--- src/wsd_pkg.sv ---
// ----------------------------------------------------------------------------
// wsd_pkg: shared types and constants of the work-stealing deque
// Sizes, request and status codes, and the per-cell control bundle.
// ----------------------------------------------------------------------------
package wsd_pkg;

  localparam int unsigned CAPACITY    = 256;
  localparam int unsigned HANDLE_BITS = 32;

  // Steal readout: taps OR-ed in groups, one registered level, then a final OR
  localparam int unsigned GROUP_SIZE  = (CAPACITY >= 16) ? 16 : CAPACITY;
  localparam int unsigned NUM_GROUPS  = (CAPACITY + GROUP_SIZE - 1) / GROUP_SIZE;

  typedef logic [HANDLE_BITS-1:0] handle_t;

  typedef enum logic [1:0] {
    CMD_PUSH  = 2'd0,
    CMD_POP   = 2'd1,
    CMD_STEAL = 2'd2
  } cmd_e;

  typedef enum logic [1:0] {
    ST_DONE  = 2'd0,
    ST_FULL  = 2'd1,
    ST_EMPTY = 2'd2
  } status_e;

  typedef enum logic {
    S_IDLE  = 1'b0,
    S_STEAL = 1'b1
  } state_e;

  // Control broadcast to every cell of the chain
  typedef struct packed {
    logic push;       // shift toward the far end, cell 0 takes the new handle
    logic pop;        // shift toward cell 0, cell 0 leaves
    logic drop_last;  // the last occupied cell lets go of its handle
  } cell_ctrl_t;

endpackage

--- src/wsd_cell.sv ---
// ----------------------------------------------------------------------------
// wsd_cell: one slot of the deque chain
// Holds one handle and its occupancy bit; trades them with its neighbors.
// ----------------------------------------------------------------------------
module wsd_cell (
  input  logic                 clk_i,
  input  logic                 rst_ni,
  input  wsd_pkg::cell_ctrl_t  ctrl_i,
  input  wsd_pkg::handle_t     left_data_i,
  input  logic                 left_valid_i,
  input  wsd_pkg::handle_t     right_data_i,
  input  logic                 right_valid_i,
  output wsd_pkg::handle_t     data_o,
  output logic                 valid_o,
  output wsd_pkg::handle_t     tap_o
);

  wsd_pkg::handle_t data_q;
  logic             valid_q, valid_d;
  logic             is_last;

  // Last occupied cell: held here, nothing held to the right
  assign is_last = valid_q & ~right_valid_i;

  always_comb begin
    valid_d = valid_q;
    if (ctrl_i.push) begin
      valid_d = left_valid_i;
    end else if (ctrl_i.pop) begin
      valid_d = right_valid_i;
    end else if (ctrl_i.drop_last && is_last) begin
      valid_d = 1'b0;
    end
  end

  always_ff @(posedge clk_i or negedge rst_ni) begin
    if (!rst_ni) begin
      valid_q <= 1'b0;
    end else begin
      valid_q <= valid_d;
    end
  end

  always_ff @(posedge clk_i) begin
    if (ctrl_i.push) begin
      data_q <= left_data_i;
    end else if (ctrl_i.pop) begin
      data_q <= right_data_i;
    end
  end

  assign data_o  = data_q;
  assign valid_o = valid_q;
  assign tap_o   = is_last ? data_q : '0;

endmodule

--- config.mk ---
export PLATFORM = sky130hd
export DESIGN_NAME = wsd_cell
export DESIGN_NICKNAME = d
export VERILOG_FILES = /design/src/wsd_pkg.sv /design/src/wsd_cell.sv
export SDC_FILE = /design/constraint.sdc
export NUM_CORES = 1
export LEC_CHECK = 0
export ABC_AREA = 1
export BUFFER_PORTS_ARGS = -buffer_cell sky130_fd_sc_hd__buf_4
export CORE_MARGIN = 3
export CORE_UTILIZATION = 43
export CTS_CLUSTER_SIZE = 28
export DETAILED_ROUTE_END_ITERATION = 10
export PLACE_DENSITY_LB_ADDON = 0.2
export SLEW_MARGIN = 20
export SYNTH_ARGS = -nofsm -noshare
export SYNTH_HDL_FRONTEND = slang
export SYNTH_SLANG_ARGS = --single-unit
--- constraint.sdc ---
create_clock -name clk_i -period 1.9 [get_ports clk_i]
set_input_delay 0.38 -clock clk_i [delete_from_list [all_inputs] [get_ports clk_i]]
set_output_delay 0.38 -clock clk_i [all_outputs]
set_load 0.01 [all_outputs]
==> Word-level counts from Yosys, hierarchy flattened <==
Cells that the tools add are included.
{ "totals": {"ff_bits": 33, "latchBits": 0, "mem_bits_rw": 0, "rom_bits": 0, "inputBits": 71, "output_inout_bits": 65, "elab_cells": 13, "mem_count": 0} }
{ "classes": {"n_addsub": 0, "mul": 0, "n_div": 0, "order_cmp": 0, "n_eq_ne": 0, "shifts": 0, "muxes": 6, "bitwise": 2, "reduce_logical": 3} }
{ "ops": {"columns": ["op", "count"], "rows": [
  ["32-bit 2-to-1 mux", 3],
  ["1-bit 2-to-1 mux", 3],
  ["3-bit nonzero test", 1],
  ["2-bit nonzero test", 1],
  ["1-bit AND", 1],
  ["1-bit logical AND", 1],
  ["1-bit inverter", 1]
]} }

==> Depth between registers and ports, before layout <==
{ "depth": {"ltp_word": 6, "mapped_depth": 6} }

==> Worst setup path before layout <==
OpenSTA, ideal clock, no wires.
{ "synth_timing": {"path_type": "input port to flip-flop", "from": "in ctrl_i[2] (netlist bit)", "to": "reg data_q[0] (netlist: data_o[0]), enable pin", "setup_time_ns": 0.387, "arrival_ns": 1.194, "required_time_ns": 1.513, "slack_ns": 0.318, "path_stages": 3, "path_buffers": 1, "path_cell_list": "buf_6 > nor2_2 > inv_1"} }
{ "synth_via": {"elab_chain_len": 1} }
{ "synth_rtl": {"columns": ["item", "line", "source"], "rows": [
  ["start, declared", "wsd_cell.sv:8", "input wsd_pkg::cell_ctrl_t ctrl_i,"],
  ["2-bit nonzero test (no source line)", null, null],
  ["end signal, assigned", "wsd_cell.sv:46", "data_q <= left_data_i;"],
  ["end signal, assigned", "wsd_cell.sv:48", "data_q <= right_data_i;"],
  ["end, declared", "wsd_cell.sv:18", "wsd_pkg::handle_t data_q;"]
]} }
No other way between the ends.
A chain may end at the register's enable or synchronous reset.

==> Final worst setup path <==
{ "layout_timing": {"from": "reg valid_q (netlist: valid_o)", "to": "out tap_o[29]"} }
{ "layout_via": {"elab_chain_len": 2} }
{ "layout_rtl": {"columns": ["item", "line", "source"], "rows": [
  ["start, declared", "wsd_cell.sv:19", "logic valid_q, valid_d;"],
  ["start signal, assigned", "wsd_cell.sv:40", "valid_q <= valid_d;"],
  ["1-bit AND", "wsd_cell.sv:23", "assign is_last = valid_q & ~right_valid_i;"],
  ["32-bit 2-to-1 mux", "wsd_cell.sv:54", "assign tap_o = is_last ? data_q : '0;"],
  ["end, declared", "wsd_cell.sv:15", "output wsd_pkg::handle_t tap_o"]
]} }
No other way between the ends.

==> results.sh <==
export IMPL_n_fill_cell=299
export IMPL_ctsRootBufferMaster="clkbuf_8"
export IMPL_hold_ws_ns=0.370
export IMPL_reg2reg_from="valid_o"
export IMPL_setup_viol=0
export IMPL_critPathRequiredTime_ns=1.52
export IMPL_placementRows=22
export IMPL_reg2reg_slack_ns=1.15
export IMPL_path_cells="nand2_2 -> buf_12 -> nor2_1 -> buf_4"
export IMPL_ys_seq_area_share_pct=55.5
export IMPL_stdcell_area_um2=2880
export IMPL_io_pins=136
export IMPL_grt_max_degree=34
export IMPL_fin_crit_sh_pct=91.9
export IMPL_route_detailed_drc=0
export IMPL_min_period_ns=1.75
export IMPL_slew_headroom_pct=79.6
export IMPL_drt_first_pass_iters=4
export IMPL_p_int_mw=1.44
export IMPL_finalSetupTns_ns=0
export IMPL_syn2layout_area_growth_pct=61.7
export IMPL_critPathMaxFanout=19
export IMPL_cts_buffers=5
export IMPL_synth_area_per_cell_um2=8.27
export IMPL_h_tree_depth=2
export IMPL_fp_dieW_um=70.3
export IMPL_seq_power_share_pct=48.2
export IMPL_insertion_delay_ns=0.27
export IMPL_num_vias=1800
export IMPL_cts_hold_fix_buffers=1
export IMPL_cp_arrival_ns=1.37
export IMPL_core_area_um2=3830
export IMPL_worst_clock_skew_ns=0
export IMPL_crit_path_max_incr_delay_ns=0.41
export IMPL_p_leak_nw=1.62
export IMPL_hpwl_mm=3.79
export IMPL_worst_r2r_path_depth=3
export IMPL_hold_class="in2reg"
export IMPL_avgViaCountPerCell=4.49
export IMPL_tightestPinTransition_ns=0.305
export IMPL_die_y_um=70.3
export IMPL_drt_initial_drc_count=110
export IMPL_endpoint="tap_o[29]"
export IMPL_grt_busiest_layer="met2"
export IMPL_antenna_found_initial=0
export IMPL_drive_gt1_share_pct=44.5
export IMPL_report_final_slew_viol_count=0
export IMPL_cts_sinks=33
export IMPL_grt_overflow=0
export IMPL_post_cts_buffers=0
export IMPL_hold_violations=0
export IMPL_clock_power_share_pct=25.2
export IMPL_status="finished clean"
export IMPL_ys_types=12
export IMPL_placed_area_um2=2790
export IMPL_synth_cells=215
export IMPL_grt_total_usage_pct=19.7
export IMPL_crit_start="valid_o"
export IMPL_dieArea_um2=4940
export IMPL_clock_path_buffers=2
export IMPL_combPwrFrac_pct=26.6
export IMPL_critical_path_class="reg2out"
export IMPL_syn_num_nets=286
export IMPL_routed_wl_mm=4.88
export IMPL_cts_repair_resized=0
export IMPL_end_kind="primary output"
export IMPL_ant_nets=0
export IMPL_fmax_mhz=573
export IMPL_swShare_pct=26.3
export IMPL_port_buffers=135
export IMPL_path_clk_slew_ns=0.07
export IMPL_wl_per_cell_um=12.2
export IMPL_met3_usage_pct=6.91
export IMPL_irDropWorstVdd_v=0.000478
export IMPL_nets=423
export IMPL_seq_area_um2=986
export IMPL_p_per_area_nw_per_um2=677
export IMPL_crit_slowest_cell="dfrtp_1"
export IMPL_cp_start_kind="flop"
export IMPL_n_antenna_cell=0
export IMPL_met2_usage_pct=34.3
export IMPL_grt_pass1_wl_mm=7.77
export IMPL_start_util_pct=46.5
export IMPL_rsz0062_at_grt="no"
export IMPL_yosysWarnings=0
export IMPL_ys_seq_elements=33
export IMPL_net_switching_power_mw=0.512
export IMPL_regToRegEndpoint="valid_o"
export IMPL_cts_tree="done"
export IMPL_grt_met1_usage_pct=22.3
export IMPL_fin_ws_ns=0.154
export IMPL_first_global_vias=1776
export IMPL_gp_congestion=0.745
export IMPL_place_ws_ns=0.275
export IMPL_cap_violations=0
export IMPL_syn_area_um2=1780
export IMPL_multi_input_area_um2=547
## placed cells by master, fill, tap and decap left out
cell type,count
inv_6,1
buf_12,1
nor2_2,1
edfxtp_1,32
clkbuf_8,5
dlygate4sd3_1,1
nor2_1,32
nand2_1,91
nand2_2,11
nand3_1,2
clkbuf_1,3
dfrtp_1,1
inv_1,34
buf_4,138
## cell families (layout without fill, tap and decap cells)
logic type | after synthesis | count (layout) | share of synthesized area [%]
and+or+nand+nor | 137 | 137 | 30.8
buffers and inverters | 45 | 183 | 13.8
DFF | 33 | 33 | 55.5
## how the worst min path moves through the flow
stage | endpoint | cells after the start | start | slack, ns
2_1_floorplan | valid_o | 0 | rst_ni | 0.08
3_3_place_gp | valid_o | 1 | rst_ni | 0.16
3_5_place_dp | valid_o | 1 | rst_ni | 0.16
4_1_cts | data_o[0] | 3 | right_data_i[0] | 0.36
5_1_grt | data_o[15] | 3 | right_data_i[15] | 0.36
6_report | data_o[4] | 3 | right_data_i[4] | 0.37
## sequential cells by signal (all words and copies together) (netlist names)
signal and cells:
data_o 32, valid_o 1
## layout make-up
type                    count  share of cell area (%)
multi-input cells         137                    19.0
clock buffers               8                    2.79
inverters                  35                    4.74
flip-flops and latches     33                    34.3
repair buffers            140                    37.1
well taps                  48                    2.09
## metrics by stage
step	utilization [%]	total power, mW	instances
after floorplan	-	1.17	215
after global placement	72.8	1.46	392
after detailed placement	72.8	1.48	392
after CTS	75.1	1.97	401
after global routing	75.1	2.05	401
final	75.1	1.95	401
## power groups by stage
stage | Clock, mW | Sequential (mW) | Combinational, mW
floorplan | 0 | 0.988 | 0.177
global placement | 0 | 0.951 | 0.513
detailed placement | 0 | 0.953 | 0.524
CTS | 0.506 | 0.939 | 0.526
global route | 0.530 | 0.951 | 0.570
finish | 0.491 | 0.939 | 0.518
## synth_stat cells
library cell,n,area (µm²)
nand2_1,91,342
nand2_2,11,68.8
buf_8,1,15.0
inv_1,34,128
nand3_1,2,10.0
nor2_1,32,120
dfrtp_1,1,25.0
edfxtp_1,32,961
inv_6,1,8.76
nor2_2,1,6.26
buf_6,7,78.8
buf_4,2,15.0
## routing by layer
layer	vias up	wire [µm]
li1	909	-
met3	7	558
met1	782	1820
met5	-	0
met2	102	2450
met4	0	64
## critical path: cells and delay by family, from the launching register on
family / cells / cell delay (ns)
simple gates: 2 / 0.32
buf+inv: 2 / 0.36
flops: 1 / 0.41
Power figures use the tool's default switching activity.
